`src/rtl/ffbp_load_mem.sv`:
```
module ffbp_load_mem #(
  parameter int DEPTH  = 256,
  parameter int ADDR_W = 8,
  parameter int DATA_W = 16
) (
  input  logic              clk,
  input  logic              rd_en,
  input  logic [ADDR_W-1:0] rd_addr,
  output logic [DATA_W-1:0] rd_data,
  input  logic              wr_en,
  input  logic [ADDR_W-1:0] wr_addr,
  input  logic [DATA_W-1:0] wr_data
);

  logic [DATA_W-1:0] mem [DEPTH];

  always_ff @(posedge clk) begin
    if (wr_en) begin
      mem[wr_addr] <= wr_data;
    end
  end

  always_ff @(posedge clk) begin
    if (rd_en) begin
      rd_data <= mem[rd_addr];
    end
  end

endmodule

```
`config.mk`:
```
export PLATFORM = sky130hd
export DESIGN_NAME = ffbp_load_mem
export DESIGN_NICKNAME = d
export VERILOG_FILES = /design/src/rtl/ffbp_load_mem.sv
export SDC_FILE = /design/constraint.sdc
export NUM_CORES = 2
export LEC_CHECK = 0
export ABC_CLOCK_PERIOD_IN_PS = 4300
export BUFFER_PORTS_ARGS = -buffer_cell sky130_fd_sc_hd__buf_2
export CAP_MARGIN = 20
export CORE_ASPECT_RATIO = 1.4
export CORE_MARGIN = 2
export CORE_UTILIZATION = 55
export DETAILED_ROUTE_END_ITERATION = 10
export PLACE_DENSITY = 0.71
export SLEW_MARGIN = 15
export SYNTH_ARGS = -nofsm -noshare
export SYNTH_HDL_FRONTEND = slang
export SYNTH_SLANG_ARGS = --single-unit
```
`constraint.sdc`:
```
create_clock -name clk -period 4.3 [get_ports clk]
set_input_delay 0.86 -clock clk [delete_from_list [all_inputs] [get_ports clk]]
set_output_delay 0.86 -clock clk [all_outputs]
set_load 0.01 [all_outputs]
```
* Word-level counts from Yosys, hierarchy flattened
Memories as Yosys holds them, arrays and structs flattened. A register that Yosys moved wholly into a read port is not among the register bits.
Cells that the tools add are included.
** Cells by class
- Mux-type cells :: 2
- Div/mod/pow operators :: 0
- Equal/unequal tests :: 0
- Multiply operators :: 0
- Order comparisons :: 0
- Shift-type cells :: 0
- Bitwise operators :: 0
- Reductions and logical operators :: 0
- Add/subtract/negate cells :: 0
** Operators with widths (number)
- 1-bit two-way mux :: 2
** Storage, ports and cells
- Memories kept :: 1
- Word-level logic and storage cells :: 3
- Bits in latches :: 0
- Output and inout bits :: 16
- ROM bits :: 0
- Input port bits :: 35
- Memory bits (writable) :: 4096
- Register bits :: 0
** Memory list
- mem :: depth 256, bits a word 16, read ports 1, clocked after memory_dff 1, write ports 1, line 15 : logic [DATA_W-1:0] mem [DEPTH];

* Longest topological paths before layout
- Depth in word-level cells :: 2
- Gate-level depth with buffers :: 12
- Gate-level depth less buffers :: 6

* Worst setup path before layout
OpenSTA, ideal clock, no wires.
- Path kind :: input port to flip-flop
- Start point :: input rd_addr[0]
- End point :: register rd_data[4], read port of mem, data pin
- Data arrival time :: 2.844 ns
- Path buffers :: 3
- Setup time :: 0.265 ns
- Data required time :: 4.035 ns
- Path slack :: 1.191 ns
- Cell stages on the path :: 8
- Cells stage by stage :: buf_6 > buf_6 > buf_2 > mux4_2 > mux4_2 > a22o_1 > o32ai_2 > nor4_2
** RTL lines
- from (decl) :: line 8 : input logic [ADDR_W-1:0] rd_addr,
- to (decl) :: line 9 : output logic [DATA_W-1:0] rd_data,

==> results.json <==
{
  "fill_cells": 19100,
  "drcViolationCount": 0,
  "cts_tree": "built",
  "worst_slew_pin_slew_ns": 1.30,
  "clk_latency_ns": 0.91,
  "yosys.area.top_type": "edfxtp_1",
  "grt_max_degree": 138,
  "status": "finished, final reports clean",
  "clock_sinks": 4112,
  "coreArea_um2": 287000,
  "row_count": 233,
  "hold_buffers": 0,
  "ys_warn_count": 0,
  "synth_edf_count": 4112,
  "drt_iter0_drc": 9910,
  "maxCapViolCount": 0,
  "critPathArrivalTime_ns": 4.30,
  "start_util_pct": 55.3,
  "area_growth_pct": 12.8,
  "dp_hpwl_um": 260000,
  "max_slew_margin_pct": 13.4,
  "layout.cells.non_filler": 12100,
  "multi_input_area_um2": 32800,
  "netlist_instances": 7360,
  "min_path_type": "input pin to flop",
  "path_clk_slew_ns": 0.07,
  "final.min_clock_period_ns": 3.64,
  "gp_congestion": 0.945,
  "setup_viol": 0,
  "nNetsFinal": 8040,
  "dieArea_um2": 293000,
  "hold_violations": 0,
  "wirelength_um": 418000,
  "grt_overflow": 0,
  "dp_cells": 11400,
  "cp-start-kind": "input pin",
  "fin_skew_ns": 0.0340,
  "synth_area_per_cell_um2": 21.6,
  "grt_antenna_before_repair": 18,
  "critPathRequiredTime_ns": 4.96,
  "p_leak_uw": 0.0573,
  "synth_area_leaders": "edfxtp_1, mux4_2, mux2i_1",
  "viasPerCell": 6.62,
  "design_area_um2": 179000,
  "ys_top_cells_by_count": "edfxtp_1, mux4_2, mux2i_1, nor2_1, o221ai_1",
  "vdd_drop_max_v": 0.000323,
  "via_count": 79900,
  "rsz0062_at_grt": "false",
  "ios": 51,
  "seq_area_frac_synth_pct": 77.7,
  "regArea_um2": 123000,
  "power_density_nw_per_um2": 451,
  "fp.dieH_um": 640,
  "cts_buffers": 368,
  "synthDistinctLibCells": 51,
  "grt_pass1_vias": 80000,
  "first_pass_iters": 6,
  "synthesis.area_um2": 159000,
  "yosysMostFrequentCell": "edfxtp_1",
  "critPathCaptureType": "flop",
  "synth_top_area_share_pct": 77.7,
  "clock-root-buffer": "clkbuf_16",
  "die_w_um": 458,
  "io_buffers": 50,
  "clock.fmax_mhz": 275,
  "clockBufferDepth": 4,
  "ant_nets": 0,
  "async_flop_share_pct": 0,
  "fin_crit_sh_pct": 84.6,
  "path_class": "input pin to flop",
  "slew_viol_final": 0,
  "wire_per_inst_um": 34.6,
  "cts-resized-gates": 0,
  "grt_pass1_wl_um": 591000,
  "synth_seq_cells": 4112,
  "place_area_um2": 168000,
  "worstPathMaxFanout": 23,
  "drive_above_1_share_pct": 26.1,
  "htreeDepth": 5,
  "post_cts_buffers": 0,
  "track_usage_pct": 28.4,
  "synth-main-ff-cell": "edfxtp_1",
  "syn_nets": 7395
}
==> where the power goes <==
part,total [uW],internal [uW],switching (uW)
Sequential,44200,44200,51.7
Combinational,4300,1540,2770
Clock,32300,18100,14200
Total,80900,63900,17000
==> worst max-delay path: stages <==
cell,delay [ns]
buf_12,0.23
buf_12,0.24
buf_4,0.22
mux4_2,0.56
mux4_2,0.47
a22o_1,0.44
o32ai_1,0.90
buf_4,0.23
nor4_1,0.04
==> final timing paths <==
path	start	endpoint	slack (ns)	cells past startpoint
worst max register to register	mem[132][8]$_DFFE_PP_	rd_data[8]$_DFFE_PP_	1.04	7
worst min-delay path	wr_data[0]	mem[122][0]$_DFFE_PP_	0.38	1
worst min register to register	mem[248][1]$_DFFE_PP_	rd_data[1]$_DFFE_PP_	1.10	6
worst max-delay path	rd_addr[0]	rd_data[6]$_DFFE_PP_	0.66	9
==> cells in the final DEF, fill, tap and decap left out, types with 37 or more instances in the layout <==
master        n
clkbuf_1     61
nor2_1      283
edfxtp_1   4112
o22ai_1     148
nor3_1       90
a22oi_1      43
buf_4       600
clkbuf_16   378
o21ai_0      37
nand2_1      38
clkinv_1     89
o221ai_1    252
buf_12       78
a21oi_1     175
mux2_2       88
mux4_2      797
mux2i_1     565
clkinv_2     59
==> sequential cells by signal (all words and copies together) (netlist names) <==
signal / count
mem: 4096
rd_data: 16
==> cell type report <==
class / instances / area share [%]
Antenna cell: 14 / 0.0195
Clock buffer: 439 / 5.40
Clock inverter: 220 / 1.11
Inverter: 4 / 0.0154
Multi-Input combinational cell: 2792 / 18.3
Sequential cell: 4112 / 68.9
Tap cell: 3760 / 2.62
Timing Repair Buffer: 727 / 3.62
==> stage by stage <==
stage          utilization (%)  hold slack, ns  worst slack [ns]  power [uW]  setup TNS [ns]
4_1_cts                   62.4           0.374             0.785       81200               0
2_1_floorplan                -           0.959              1.19       47300               0
5_1_grt                   62.4           0.401             0.528       82800               0
3_5_place_dp              58.3            1.07            -0.188       49400          -0.584
6_report                  62.4           0.380             0.661       80900               0
3_3_place_gp              58.3            1.06            -0.173       49300          -0.584
==> kinds of logic (layout without fill, tap and decap cells) <==
| group | count (synthesis) | after routing | share of synthesized area, % |
|---|---|---|---|
| flip-flops | 4112 | 4112 | 77.7 |
| multiplexers | 1450 | 1450 | 15.5 |
| AO/OA/AOI/OAI | 786 | 786 | 3.53 |
| AND/OR/NAND/NOR | 556 | 556 | 1.57 |
| buffers and inverters | 456 | 1390 | 1.69 |
| other | 0 | 14 | 0 |
==> metal layers <==
layer	GRT usage (%)	vias to the layer above	routed length (um)
met3	4.51	809	34000
met2	46.5	4284	206000
met4	16.9	18	28800
met1	36.3	42200	148000
li1	-	32500	-
met5	0	-	119
No activity file was read; power rests on OpenSTA's default activity.
