### config.mk
export PLATFORM = sky130hd
export DESIGN_NAME = ffbp_scan
export DESIGN_NICKNAME = d
export VERILOG_FILES = /design/src/rtl/ffbp_pkg.sv /design/src/rtl/ffbp_scan.sv
export SDC_FILE = /design/constraint.sdc
export NUM_CORES = 1
export LEC_CHECK = 0
export ABC_AREA = 0
export BUFFER_PORTS_ARGS = -buffer_cell sky130_fd_sc_hd__buf_2
export CAP_MARGIN = 0
export CORE_MARGIN = 2
export CORE_UTILIZATION = 55
export CTS_CLUSTER_SIZE = 24
export DETAILED_ROUTE_END_ITERATION = 12
export GPL_TIMING_DRIVEN = 1
export PLACE_DENSITY = 0.82
export SYNTH_ARGS = -nofsm -noshare
export SYNTH_HDL_FRONTEND = slang
export SYNTH_SLANG_ARGS = --single-unit
### constraint.sdc
create_clock -name clk -period 10.1 [get_ports clk]
set_clock_uncertainty 0.05 [all_clocks]
set_input_delay 3.03 -clock clk [delete_from_list [all_inputs] [get_ports clk]]
set_output_delay 3.03 -clock clk [all_outputs]
set_load 0.02 [all_outputs]
### src/rtl/ffbp_pkg.sv
package ffbp_pkg;

  // fixed widths of the port fields
  localparam int FIELD_W = 16;
  localparam int NUM_W   = 9;

  typedef struct packed {
    logic [NUM_W-1:0] bin_number;
    logic [NUM_W-1:0] bins_used;
    logic             oversize;
    logic             no_free_bin;
    logic             set_done;
  } res_t;

endpackage

### src/rtl/ffbp_scan.sv
module ffbp_scan #(
  parameter int MAX_BINS    = 256,
  parameter int VOLUME_BITS = 16,
  parameter int IDX_W       = 8,
  parameter int CNT_W       = 9
) (
  input  logic                   clk,
  input  logic                   rst,
  input  logic                   start,
  input  logic [VOLUME_BITS-1:0] vol,
  input  logic                   last,
  input  logic [VOLUME_BITS-1:0] cap,
  output logic                   idle,
  output ffbp_pkg::res_t         res,
  output logic                   res_valid,
  input  logic                   res_take,
  output logic                   rd_en,
  output logic [IDX_W-1:0]       rd_addr,
  input  logic [VOLUME_BITS-1:0] rd_data,
  output logic                   wr_en,
  output logic [IDX_W-1:0]       wr_addr,
  output logic [VOLUME_BITS-1:0] wr_data
);
  import ffbp_pkg::*;

  localparam logic [1:0] S_IDLE = 2'd0;
  localparam logic [1:0] S_SCAN = 2'd1;
  localparam logic [1:0] S_OPEN = 2'd2;
  localparam logic [1:0] S_FIN  = 2'd3;

  logic [1:0]             state;
  logic [IDX_W-1:0]       chk;
  logic [CNT_W-1:0]       count;
  logic [VOLUME_BITS-1:0] vol_q;
  logic                   last_q;
  logic                   ovs_q;

  logic [VOLUME_BITS:0]   sum;
  logic                   fit;
  logic                   last_chk;
  logic                   has_free;
  logic [31:0]            chk_p1_ext;
  logic [31:0]            cnt_ext;
  logic [31:0]            cnt_p1_ext;

  assign sum        = {1'b0, rd_data} + {1'b0, vol_q};
  assign fit        = sum <= {1'b0, cap};
  assign last_chk   = (CNT_W'(chk) + CNT_W'(1)) == count;
  assign has_free   = count < CNT_W'(MAX_BINS);
  assign chk_p1_ext = 32'(chk) + 32'd1;
  assign cnt_ext    = 32'(count);
  assign cnt_p1_ext = 32'(count) + 32'd1;

  assign idle      = state == S_IDLE;
  assign res_valid = state == S_FIN;

  // memory accesses: one read per scanned bin, one write when the item lands
  always_comb begin
    rd_en   = 1'b0;
    rd_addr = '0;
    wr_en   = 1'b0;
    wr_addr = chk;
    wr_data = sum[VOLUME_BITS-1:0];
    case (state)
      S_IDLE: begin
        rd_en = start && (count != '0);
      end
      S_SCAN: begin
        if (fit) begin
          wr_en = 1'b1;
        end else if (!last_chk) begin
          rd_en   = 1'b1;
          rd_addr = IDX_W'(chk_p1_ext);
        end
      end
      S_OPEN: begin
        wr_en   = has_free;
        wr_addr = count[IDX_W-1:0];
        wr_data = vol_q;
      end
      default: begin
      end
    endcase
  end

  always_ff @(posedge clk) begin
    if (rst) begin
      state <= S_IDLE;
      count <= '0;
    end else begin
      case (state)
        S_IDLE: begin
          if (start) begin
            vol_q  <= vol;
            last_q <= last;
            ovs_q  <= vol > cap;
            chk    <= '0;
            state  <= (count == '0) ? S_OPEN : S_SCAN;
          end
        end
        S_SCAN: begin
          if (fit) begin
            res.bin_number  <= chk_p1_ext[NUM_W-1:0];
            res.bins_used   <= cnt_ext[NUM_W-1:0];
            res.oversize    <= ovs_q;
            res.no_free_bin <= 1'b0;
            res.set_done    <= last_q;
            if (last_q) begin
              count <= '0;
            end
            state <= S_FIN;
          end else if (last_chk) begin
            state <= S_OPEN;
          end else begin
            chk <= IDX_W'(chk_p1_ext);
          end
        end
        S_OPEN: begin
          res.oversize <= ovs_q;
          res.set_done <= last_q;
          if (has_free) begin
            res.bin_number  <= cnt_p1_ext[NUM_W-1:0];
            res.bins_used   <= cnt_p1_ext[NUM_W-1:0];
            res.no_free_bin <= 1'b0;
            count           <= last_q ? '0 : CNT_W'(cnt_p1_ext);
          end else begin
            res.bin_number  <= '0;
            res.bins_used   <= cnt_ext[NUM_W-1:0];
            res.no_free_bin <= 1'b1;
            if (last_q) begin
              count <= '0;
            end
          end
          state <= S_FIN;
        end
        S_FIN: begin
          if (res_take) begin
            state <= S_IDLE;
          end
        end
        default: begin
          state <= S_IDLE;
        end
      endcase
    end
  end

endmodule

Yosys cells after proc, flatten, opt, wreduce, memory -nomap -nowiden
Cells that the tools add are included.

word-level totals
  flip-flop bits (word level) = 58
  output and inout bits = 57
  input bits = 53

operators by class
  bitwise logic cells = 1
  $lt $le $gt $ge = 3
  eq/ne operators = 10
  $add $sub $neg = 4
  mux-type cells = 29
  reductions and logical operators = 11

operators by type and width
  cell                                                           number
  8-bit 2-to-1 mux                                               7
  21-bit case mux with 2 select lines                            1
  9-bit 2-to-1 mux                                               4
  21-bit 2-to-1 mux                                              1
  8-bit by 1-bit adder with 9-bit output, second input constant  2
  18-bit 2-to-1 mux                                              1
  9-bit case mux with 2 select lines                             1
  16-bit by 16-bit adder with 17-bit output                      1
  17-bit by 16-bit <= comparator with 1-bit output               1
  16-bit greater-than comparator                                 1
  16-bit 2-to-1 mux                                              1
  8-bit case mux with 2 select lines                             1
  2-bit 2-to-1 mux                                               5
  9-bit by 1-bit adder with 9-bit output, second input constant  1
  9-bit == test                                                  1
  9-bit zero test                                                1
  9-bit < comparator, second input constant                      1
  3-bit AND reduction                                            3
  9-bit nonzero test                                             1
  2-bit != test, second input constant                           4
  2-bit case mux with 4 select lines                             1
  5-bit AND reduction                                            1
  2-bit == test, second input constant                           2
  1-bit 2-to-1 mux                                               4
  other kinds (9)                                                11

Longest topological paths before layout
Gate-level depths: netlist of the first run.

  depth in word-level cells = 5
  depth in mapped cells = 17
  gate-level depth less buffers = 16

Worst setup path before layout of the first run
OpenSTA, ideal clock, no wires.

  path kind = input-to-output
  start point = input port rd_data[0]
  end point = output port rd_en
  path slack = 0.372 ns
  data required time = 7.020 ns
  stages = 16
  path buffers = 1
  arrival time = 6.648 ns
  path through = ha_1 -> fa_1 -> a211o_1 -> a21o_1 -> a21oi_2 -> o21bai_1 -> a21oi_1 -> xnor2_1 -> ha_1 -> a21o_1 -> a221o_1 -> o31a_1 -> o31ai_1 -> a21o_1 -> buf_4 -> o21ai_0

on the way
  cells in the longest elaborated chain, start to end = 4

RTL lines
  item                                              line             source
  from (decl)                                       ffbp_scan.sv:19  input logic [VOLUME_BITS-1:0] rd_data,
  16-bit by 16-bit adder with 17-bit output         ffbp_scan.sv:46  assign sum = {1'b0, rd_data} + {1'b0, vol_q};
  17-bit by 16-bit <= comparator with 1-bit output  ffbp_scan.sv:47  assign fit = sum <= {1'b0, cap};
  1-bit 2-to-1 mux                                  ffbp_scan.sv:69  if (fit) begin
  1-bit case mux with 2 select lines                ffbp_scan.sv:64  case (state)
  to (decl)                                         ffbp_scan.sv:17  output logic rd_en,

Every way passes these cells.

Final worst setup path of the first run
Ends and elaborated chain as after synthesis.

==> summary.txt, run 1 <==
GRT
  • Vias in the first global route: 4,190
  • Initial antenna violation count: 0
  • Total GRT Usage: 27.1%
  • Largest net degree at the start of global routing: 27
  • Gr ovfl total: 0
  • First-pass GRT wire length: 19.1 mm

Clocking
  • Clk sinks: 58
  • CTS tree: done
  • Clock transition at path regs: 0.08 ns
  • Cts bufs inserted: 9
  • H-tree levels: 3
  • CTS max path bufs: 2
  • Clk_lat worst skew: 0.35 ns
  • CTS root buf: clkbuf_8

Timing
  • Setup_tns: 0 ns
  • Worst Tran Pin Value: 1.24 ns
  • Final hold slack: 0.400 ns
  • Crit share post-route: 99.8%
  • Minimum clock period: about 10 ns
  • # setup viols final: 0
  • Slew HR: about 17%
  • Fin. Hold Viols: 0
  • Pins Over Slew Limit: 0
  • RSZ-0062 raised after global routing: yes
  • FMAX: 0.0992 GHz

Power and ir drop
  • VDD IR max: ~0.088 mV
  • Power Density: 216 nW/um2
  • Leak: between 0.002 and 0.0025 uW

Setup path
  • WP data required: 7.02 ns
  • Worst Path Buf+Inv: 2
  • Critical path arrival: 7.00 ns
  • Critical Path Start Type: input pin
  • Crit path largest cell delay: 0.43 ns
  • Crit Path Max Fanout: 5
  • Crit-path leading delay family: compound AO/OA/AOI/OAI gates
  • CP endpoint kind: primary output
  • Critical path type: input pin to primary output
  • Worst path cell trace: buf_2 -> ha_1 -> fa_1 -> a211o_1 -> a21o_1 -> a21oi_2 -> o21bai_1 -> a21oi_1 -> xnor2_1 -> ha_1 -> nand3_1 -> nor2_1 -> a221o_1 -> o31a_1 -> o31ai_4 -> a21o_2 -> o21ai_0 -> buf_2
  • Worst path slowest cell: fa_1

Yosys
  • Post-Synth Adder-Cell Area: 15.9%
  • Flops & latches, synth: between 50 and 60
  • Syn Std Cell Area: 4680 um2
  • Register area share after synthesis: 34.8%
  • Top area cells in the synthesized netlist: edfxtp_1 (30%), ha_1 (15%), xnor2_1 (5.6%)
  • Top FF cell, synth: edfxtp_1
  • Synth warn: 0
  • Post-synth EDFFs: 47
  • Synth cell types: 54
  • Compound-Gate Fraction of Synth Area: between 10% and 20%
  • Mux contribution to synthesized area: 5.29%
  • Synth Area in Simple Gates: 14.1%
  • Avg Inst Size Synth: just under 10 um2
  • Largest area contributor in the synthesized netlist: edfxtp_1
  • Mapped Cells: between 400 and 500
  • Async S/R FF share, synth: 0%
  • Largest family of logic cells by synthesized area: compound AO/OA/AOI/OAI gates
  • Synth Net Count: 595
  • Synth top area share: 30.1%
  • Post-Synth XOR/XNOR Area: under 10%

Floorplan
  • Core area: a little over 8000 um2
  • Site Rows: 33
  • Die area: 9270 um2
  • Starting Density: between 50% and 60%
  • Num ports: 110
  • Die width: 96.3 um
  • Chip Height: 96.3 um

Final layout
  • Commonest non-fill, non-tap cell in the layout: buf_2
  • Multi-input logic area: 2870 um2
  • Most frequent cells in the layout: buf_2 (109), ha_1 (58), edfxtp_1 (47), inv_1 (37), a21oi_1 (36)
  • Filler cell count: 658
  • Antenna cells: 0
  • Layout cells sized above 1: 27.3%
  • Non-Filler Instances: between 700 and 800
  • Area Overhead vs Synth: 18.3%
  • Layout net count: 704
  • Reg area: 1630 um2

Place
  • GP Congestion: 0.940
  • Port Buf Inserts: 109
  • Detailed placement HPWL: 9.29 mm
  • DP Cell Count: 685

Drt
  • DRT iter0 DRCs: ~270
  • Vias per cell: 6.03
  • DR vias: 4,234
  • DRC Markers: 0
  • DRT antenna net count: 0
  • Final wirelength: 12.4 mm
  • WL/cell: 17.6 um
  • Drt pass-1 iters: 5

Outcome
  • Status: complete, no violations

Hold path
  • Min-Delay Path Class: register to register

Run
  • Max-cap violation count: 0
-- timing repair --
item | 4_1_cts | 5_1_grt
endpoints found under the setup margin | 0 | 9
hold buffers | 0 | 0
setup buffers | 0 | 0
resized for setup | 0 | 6
-- logic make-up after synthesis --
kind of cell    count (synthesis)
mux                            22
fa+ha+maj                      59
buf+inv                        55
simple gates                  126
compound gates                122
xor+xnor                       41
flops                          58
-- final timing paths --
| check | from | endpoint | slack, ns | depth (start not counted) |
|---|---|---|---|---|
| max | rd_data[0] | rd_en | 0.02 | 18 |
| min | ovs_q | res[2] | 0.40 | 0 |
| max reg2reg | vol_q[0] | chk[7] | 4.85 | 16 |
| min reg2reg | ovs_q | res[2] | 0.40 | 0 |
-- final cells by class --
class	instances	share of cell area (%)
Clock buffer	9	2.24
Timing Repair Buffer	114	10.5
Tap cell	105	2.37
Multi-Input combinational cell	371	51.8
Sequential cell	58	29.5
Clock inverter	7	0.994
Inverter	38	2.58
-- cell usage after synthesis, types with 2 or more instances --
master,instances
dfxtp_1,11
nand4b_1,2
xor2_1,9
a21boi_0,2
nand4_1,10
a21oi_2,2
o22ai_1,5
nor2b_1,11
mux2_2,22
xnor3_1,2
nor4_1,3
nand2_1,18
o21bai_1,3
and2_1,3
o21a_1,4
clkbuf_1,12
a31oi_1,3
o31ai_1,4
a21o_1,20
nor2_1,32
nand2b_1,5
buf_1,3
a211o_1,3
ha_1,58
xnor2_1,30
nor3_1,6
inv_1,37
a21oi_1,36
o21ai_0,19
and3_1,10
nand3_1,20
edfxtp_1,47
o32ai_1,6
a211oi_1,5
-- through the flow --
stage | setup slack, ns | total power (uW) | cell area [um2] | utilization, %
final | 0.0224 | 1200 | 5540 | 67.4
after global routing | -0.132 | 1270 | 5540 | 67.4
after CTS | 0.0288 | 1180 | 5510 | 67.0
after detailed placement | 0.0400 | 984 | 5330 | 64.8
after global placement | 0.143 | 965 | 5330 | 64.8
after floorplan | 0.372 | 804 | 4680 | -
-- state kept, by name, summed over array words and instances, names as in the netlist --
name and flops:
vol_q 16, last_q 1, chk 8, res 21, count 9, ovs_q 1
state 2
-- per-layer routing --
metal,track usage (%),vias to the layer above,share of wire (%)
met3,5.09,48,6.7
met5,0,-,0
met1,31.6,1970,40
met4,13.2,0,4.2
li1,-,2002,-
met2,47.5,214,49
-- worst reg2reg max path, delay by kind of cell, from the launching register on --
family | cells | cell delay, ns
xor gates and xnor gates | 1 | 0.11
and+or+nand+nor | 2 | 0.53
DFF | 1 | 0.40
adders and majority gates | 3 | 0.99
AOI/OAI and AO/OA | 10 | 2.80
-- where the power goes --
group          switching [uW]  leakage, uW  internal [uW]  total [uW]
combinational             400      0.00185            245         646
clock                     107    0.0000858           90.4         197
sequential               30.1     0.000530            325         355
total                     537      0.00247            661        1200
No activity file was read; power rests on OpenSTA's default activity.
==> run 2, diff against run 1 <==
PLACE_DENSITY = 0.8   (was 0.82)
==> run 2 against run 1 <==
  * Combinational power barely moved
  * Global-route usage down 0.13 points
  * Highest routed layer unchanged
  * Largest power group unchanged
  * Sequential cell count did not move
  * Via count decreased by 0.99%
  * Count of clock-buffer cells in the layout up 3
==> summary.txt, run 2 (same netlist as run 1, synthesis figures left out) <==
Outcome
  • Status: complete, no violations

Power and ir drop
  • Power Density: 222 nW/um2 (+2.4%)
  • VDD IR max: 0.0938 mV (+7.2%)
  • Leak: 0.00251 uW (+1.4%)

Setup path
  • Crit-path most repeated cell: a21o_1
  • Crit-path leading delay family: compound AO/OA/AOI/OAI gates
  • Worst path cell trace: buf_2 -> ha_1 -> fa_2 -> a211o_1 -> a21o_1 -> a21oi_2 -> o21bai_1 -> a21oi_2 -> xnor2_1 -> ha_1 -> a21o_1 -> a221o_1 -> o31a_1 -> o31ai_4 -> a21o_1 -> nor2_1 -> buf_2
  • Reg-to-Reg Start: vol_q[0]
  • Critical path type: input pin to primary output
  • Worst reg-to-reg path cell count: 17 (+1)
  • Crit Path Max Fanout: 5 (unchanged)
  • Critical Path Start Type: input pin
  • Crit path largest cell delay: 0.38 ns (-0.05 ns)
  • WP data required: 7.02 ns (about the same)
  • Critical path arrival: 6.90 ns (-0.10 ns)
  • Worst Path Buf+Inv: 2 (unchanged)
  • R2r setup slk: 4.94 ns (+0.09 ns)
  • Worst path slowest cell: fa_2
  • R2R Path End: chk[1]
  • CP endpoint kind: primary output

Clocking
  • Clk sinks: 58 (unchanged)
  • CTS max path bufs: 2 (unchanged)
  • Cts bufs inserted: 9 (unchanged)
  • Clk_lat worst skew: 0.35 ns (about the same)
  • Clock transition at path regs: 0.07 ns (about the same)
  • CTS tree: done
  • # hold bufs at CTS: 0 (unchanged)
  • H-tree levels: 3 (unchanged)
  • CTS root buf: clkbuf_8

Timing
  • Minimum clock period: 9.98 ns (-0.100 ns)
  • # setup viols final: 0 (unchanged)
  • FMAX: 0.100 GHz (+1.0%)
  • Slew HR: 24.5% (+7.3 points)
  • Worst Tran Pin Value: 1.13 ns (-0.109 ns)
  • Crit share post-route: 98.8% (-0.99 points)
  • Final Worst Setup Slack: 0.122 ns (+0.100 ns)
  • Fin. Hold Viols: 0 (unchanged)
  • Pins Over Slew Limit: 0 (unchanged)

Final layout
  • Layout net count: 706 (+0.28%)
  • Most frequent cells in the layout: buf_2 (109), ha_1 (58), edfxtp_1 (47), inv_1 (37), a21oi_1 (35)
  • Leading registers by flop count: res (21), vol_q (16), count (9)
  • Layout cells sized above 1: 27.5% (+0.24 points)
  • Final design utilization: 68.4% (+0.96 points)
  • Non-Filler Instances: 704 (+0.28%)
  • Antenna cells: 0 (unchanged)
  • Filler cell count: 659 (+0.15%)
  • Max reg flops: 21 (unchanged)
  • Commonest non-fill, non-tap cell in the layout: buf_2
  • Largest register by flop count: res
  • Area Overhead vs Synth: 20.0%

Hold path
  • Critical hold path startpoint: ovs_q
  • Min-Delay Path Class: register to register
  • WHS Path Cells: 0 (unchanged)
  • Hold EP: res[2]

Place
  • Detailed placement HPWL: 9.03 mm (-2.8%)
  • Port Buf Inserts: 109 (unchanged)
  • Setup WS pre-CTS: 0.0178 ns (-0.0222 ns)
  • GP Congestion: 0.956 (+1.7%)
  • DP Cell Count: 685 (unchanged)

GRT
  • Total GRT Usage: 27.0% (-0.13 points)
  • Initial antenna violation count: 0 (unchanged)
  • Gr ovfl total: 0 (unchanged)
  • First-pass GRT wire length: 19.1 mm (-0.32%)
  • Largest net degree at the start of global routing: 28 (+3.7%)
  • Vias in the first global route: 4,062 (-3.1%)

Drt
  • DR vias: 4,192 (-0.99%)
  • WL/cell: 17.1 um (-3.0%)
  • DRC Markers: 0 (unchanged)
  • Drt pass-1 iters: 7 (+2)
  • DRT iter0 DRCs: 204 (-23%)
  • DRT antenna net count: 0 (unchanged)
  • Final wirelength: 12.0 mm (-2.7%)
  • Vias per cell: 5.95 (-1.3%)

Floorplan
  • Chip Height: 96.3 um (unchanged)
  • Die area: 9270 um2 (unchanged)
  • Die width: 96.3 um (unchanged)
  • Starting Density: 57.0% (unchanged)
  • Num ports: 110 (unchanged)
  • Site Rows: 33 (unchanged)
  • Core area: 8220 um2 (unchanged)

Run
  • Max-cap violation count: 0 (unchanged)
## run 2: cell count changes in the layout (fill, tap and decap cells not counted), moves of 2 or more
cell,previous run,this run
clkinv_4,3,0
buf_4,5,7
bufinv_16,0,2
clkbuf_1,0,2
## run 2: layout make-up
| type | count | area (um2) | share of cell area [%] |
|---|---|---|---|
| Sequential cell | 58 | 1630 | 29.0 |
| Clock inverter | 4 | 75.1 | 1.34 |
| Tap cell | 105 | 131 | 2.34 |
| Multi-Input combinational cell | 371 | 2890 | 51.5 |
| Clock buffer | 12 | 145 | 2.58 |
| Inverter | 38 | 143 | 2.54 |
| Timing Repair Buffer | 116 | 598 | 10.6 |
## run 2: through the flow
stage	cell area, um2	total power, uW	hold slack [ns]	TNS, ns
detailed placement	5330	979	0.359	0
floorplan	4680	804	0.350	0
CTS	5550	1220	0.384	0
finish	5620	1240	0.389	0
global route	5620	1320	0.385	-0.0565
global placement	5330	963	0.355	0
## run 2: how the worst max path moves through the flow
stage               start          to  cells after the start
2_1_floorplan  rd_data[0]       rd_en                     16
3_3_place_gp   rd_data[0]       rd_en                     17
3_5_place_dp   rd_data[0]       rd_en                     17
4_1_cts        rd_data[0]       rd_en                     17
6_report       rd_data[0]  rd_addr[6]                     17
5_1_grt        rd_data[0]  rd_addr[7]                     17
## run 2: per-layer routing
| layer | vias up | share of wire (%) | track usage (%) |
|---|---|---|---|
| met1 | 1949 | 40 | 32.0 |
| met3 | 40 | 6.3 | 4.23 |
| met2 | 191 | 50 | 48.1 |
| met5 | - | 0 | 0 |
| met4 | 0 | 3.1 | 11.3 |
| li1 | 2012 | - | - |
## run 2: worst register-to-register path: cells and delay by family (launching register included)
family          cells  cell delay, ns
fa+ha+maj           3            0.94
flops               1            0.40
buf+inv             2            0.29
simple gates        3            0.54
xor+xnor            1            0.19
compound gates      8            2.39
## run 2: power by group
part | total (uW) | internal [uW] | switching, uW | leakage, uW
combinational | 643 | 249 | 394 | 0.00187
clock | 246 | 146 | 100 | 0.000103
sequential | 355 | 325 | 30.0 | 0.000530
total | 1240 | 720 | 525 | 0.00251
## run 2: what timing repair did
item,in CTS,in global routing
buffers inserted,0,2
cloned,0,1
pin swaps,0,2
endpoints found under the setup margin,1,9
resized for setup,1,9
==> run 3, diff against run 2 <==
CORE_UTILIZATION = 59   (was 55)
PLACE_DENSITY = 0.85   (was 0.8)
clock period = 12.2 ns   (was 10.1 ns; I/O delays follow)
==> run 3 against run 2 <==
  * Critical endpoint is now rd_en
  * Highest routed layer unchanged
  * Via count rose by 2.1%
  * Final area fell by 1.8%
  * Clock power fell by 18%
  * Utilization rose by 3.0 points
  * Sequential share of layout area rose by 0.52 points
  * Worst setup slack improved by 0.41 ns
  * Final cell count fell by 1.3%
  * Non-clock buffer count fell by 5
  * Critical path depth did not move
  * Global-route usage rose by 1.3 points
  * Largest cell class unchanged
  * Routed wire length rose by 0.40%
  * Sequential cell count did not move
  * Largest power group unchanged
==> summary.txt, run 3 (same netlist as run 1, synthesis figures left out) <==
Power and ir drop
  • Final Power: 1020 uW (-18%)
  • P_sw: 427 uW (-19%)
  • Power Density: 184 nW/um2 (-17%)
  • Clock share of power: 19.9% (about the same)
  • Internal power: 588 uW (-18%)
  • Logic pwr share: 51.2% (-0.5 points)
  • Leak: 0.00247 uW (-1.5%)
  • Flop pwr share: 28.9% (+0.4 points)
  • Net Sw Frac: 42.1% (-0.075 points)
  • VDD IR max: 0.0770 mV (-18%)

Setup path
  • Critical path type: input pin to primary output
  • CP Launch Point: rd_data[1]
  • Reg-to-Reg Start: vol_q[1]
  • WP data required: 8.49 ns (+1.47 ns)
  • Crit Path Max Fanout: 10 (+5)
  • CP endpoint kind: primary output
  • Critical path arrival: 7.96 ns (+1.06 ns)
  • Critical Path Start Type: input pin

Clocking
  • CTS tree: done
  • CTS root buf: clkbuf_8
  • H-tree levels: 3 (unchanged)
  • Cts bufs inserted: 9 (unchanged)
  • # hold bufs at CTS: 0 (unchanged)
  • Post-CTS Repair Setup Buffers: 0 (unchanged)
  • Clk_lat worst skew: 0.34 ns (about the same)
  • CTS max path bufs: 2 (unchanged)
  • Post-cts sizing count: 0 (-1)
  • Clk sinks: 58 (unchanged)
  • Clock transition at path regs: 0.06 ns (about the same)

Timing
  • Crit share post-route: 95.7%
  • Slew HR: 36.4% (+12 points)
  • Fin. Hold Viols: 0 (unchanged)
  • RSZ-0062 raised after global routing: no
  • Worst Tran Pin Value: 0.954 ns (-0.172 ns)
  • FMAX: roughly 0.086 GHz
  • Minimum clock period: 11.67 ns
  • Pins Over Slew Limit: 0 (unchanged)
  • Setup_tns: 0 ns (unchanged)
  • # setup viols final: 0 (unchanged)

GRT
  • Total GRT Usage: 28.3% (+1.3 points)
  • Gr ovfl total: 0 (unchanged)
  • Largest net degree at the start of global routing: 26 (-7.1%)
  • First-pass GRT wire length: 19.3 mm (+1.4%)
  • Vias in the first global route: 4,232 (+4.2%)
  • Initial antenna violation count: 0 (unchanged)

Final layout
  • Layout net count: 700 (-0.85%)
  • Filler cell count: 583 (-12%)
  • Final design utilization: 71.4% (+3.0 points)
  • Most frequent cells in the layout: buf_2 (109), ha_1 (58), edfxtp_1 (47), inv_1 (37), a21oi_1 (36)
  • Commonest non-fill, non-tap cell in the layout: buf_2
  • Multi-input logic area: 2840 um2 (-1.9%)
  • Max reg flops: 21 (unchanged)
  • Non-Filler Instances: 695 (-1.3%)
  • Leading registers by flop count: res (21), vol_q (16), count (9)
  • Largest register by flop count: res
  • Antenna cells: 0 (unchanged)
  • Area Overhead vs Synth: 17.9%
  • Final Cell Area: 5520 um2 (-1.8%)
  • Reg area: 1630 um2 (unchanged)
  • Layout cells sized above 1: 26.0% (-1.6 points)

Hold path
  • Critical hold path startpoint: ovs_q
  • Min-Delay Path Class: register to register

Floorplan
  • Die width: 93.1 um (-3.3%)
  • Core area: 7730 um2 (-6.0%)
  • Num ports: 110 (unchanged)
  • Chip Height: 93.1 um (-3.3%)
  • Die area: 8660 um2 (-6.5%)
  • Site Rows: 32 (-3.0%)
  • Starting Density: 60.6% (+3.6 points)

Drt
  • DRT iter0 DRCs: 199 (-2.5%)
  • Final wirelength: 12.1 mm (+0.40%)
  • WL/cell: 17.4 um (+1.7%)
  • DRT antenna net count: 0 (unchanged)
  • Vias per cell: 6.16 (+3.4%)
  • Drt pass-1 iters: 5 (-2)
  • DRC Markers: 0 (unchanged)
  • DR vias: 4,281 (+2.1%)

Place
  • Port Buf Inserts: 109 (unchanged)
  • Placed cell area: 5290 um2 (-0.63%)
  • DP Cell Count: 678 (-1.0%)
  • Detailed placement HPWL: 9.27 mm (+2.6%)
  • GP Congestion: 0.902 (-5.6%)

Run
  • Max-cap violation count: 0 (unchanged)

Outcome
  • Status: complete, no violations
-- run 3: critical path: stages --
cell and delay [ns]:
buf_2 0.12, ha_1 0.31, a211oi_1 0.31, o21ai_0 0.20, a21oi_1 0.32, o31ai_1 0.18, a211oi_1 0.29, xnor2_1 0.14
ha_1 0.32, nand3_1 0.12, nor4_1 0.47, nand4_1 0.19, o31a_1 0.17, o31ai_1 0.49, a21o_1 0.35, o21ai_0 0.13
buf_2 0.18
-- run 3: layout make-up --
| type | count | share of cell area [%] |
|---|---|---|
| Clock buffer | 12 | 2.63 |
| Clock inverter | 4 | 1.36 |
| Inverter | 38 | 2.58 |
| Multi-Input combinational cell | 370 | 51.4 |
| Sequential cell | 58 | 29.6 |
| Tap cell | 102 | 2.31 |
| Timing Repair Buffer | 111 | 10.1 |
-- run 3: per-layer routing --
metal / track usage (%) / share of wire [%] / up-vias
met5: 0 / 0 / -
met1: 31.9 / 39 / 1991
met3: 6.04 / 7.2 / 67
li1: - / - / 1992
met2: 49.2 / 49 / 231
met4: 16.8 / 5.6 / 0
-- run 3: metrics by stage --
step | setup slack, ns | hold slack [ns]
after floorplan | 1.21 | 0.350
after global placement | 0.782 | 0.355
after detailed placement | 0.600 | 0.356
after CTS | 0.573 | 0.366
after global routing | 0.201 | 0.368
final | 0.528 | 0.367
-- run 3: power by group through the flow --
stage	Sequential [uW]	Combinational [uW]	Clock, uW
CTS	293	515	202
global route	298	561	209
finish	293	520	202
detailed placement	298	510	0
floorplan	313	352	0
global placement	296	497	0
-- run 3: path summary, 6_finish.rpt --
path,endpoint,slack [ns],depth (start not counted)
worst max register to register,chk[5],6.68,16
worst max-delay path,rd_en,0.53,17
worst min register to register,res[2],0.37,0
worst min-delay path,res[2],0.37,0
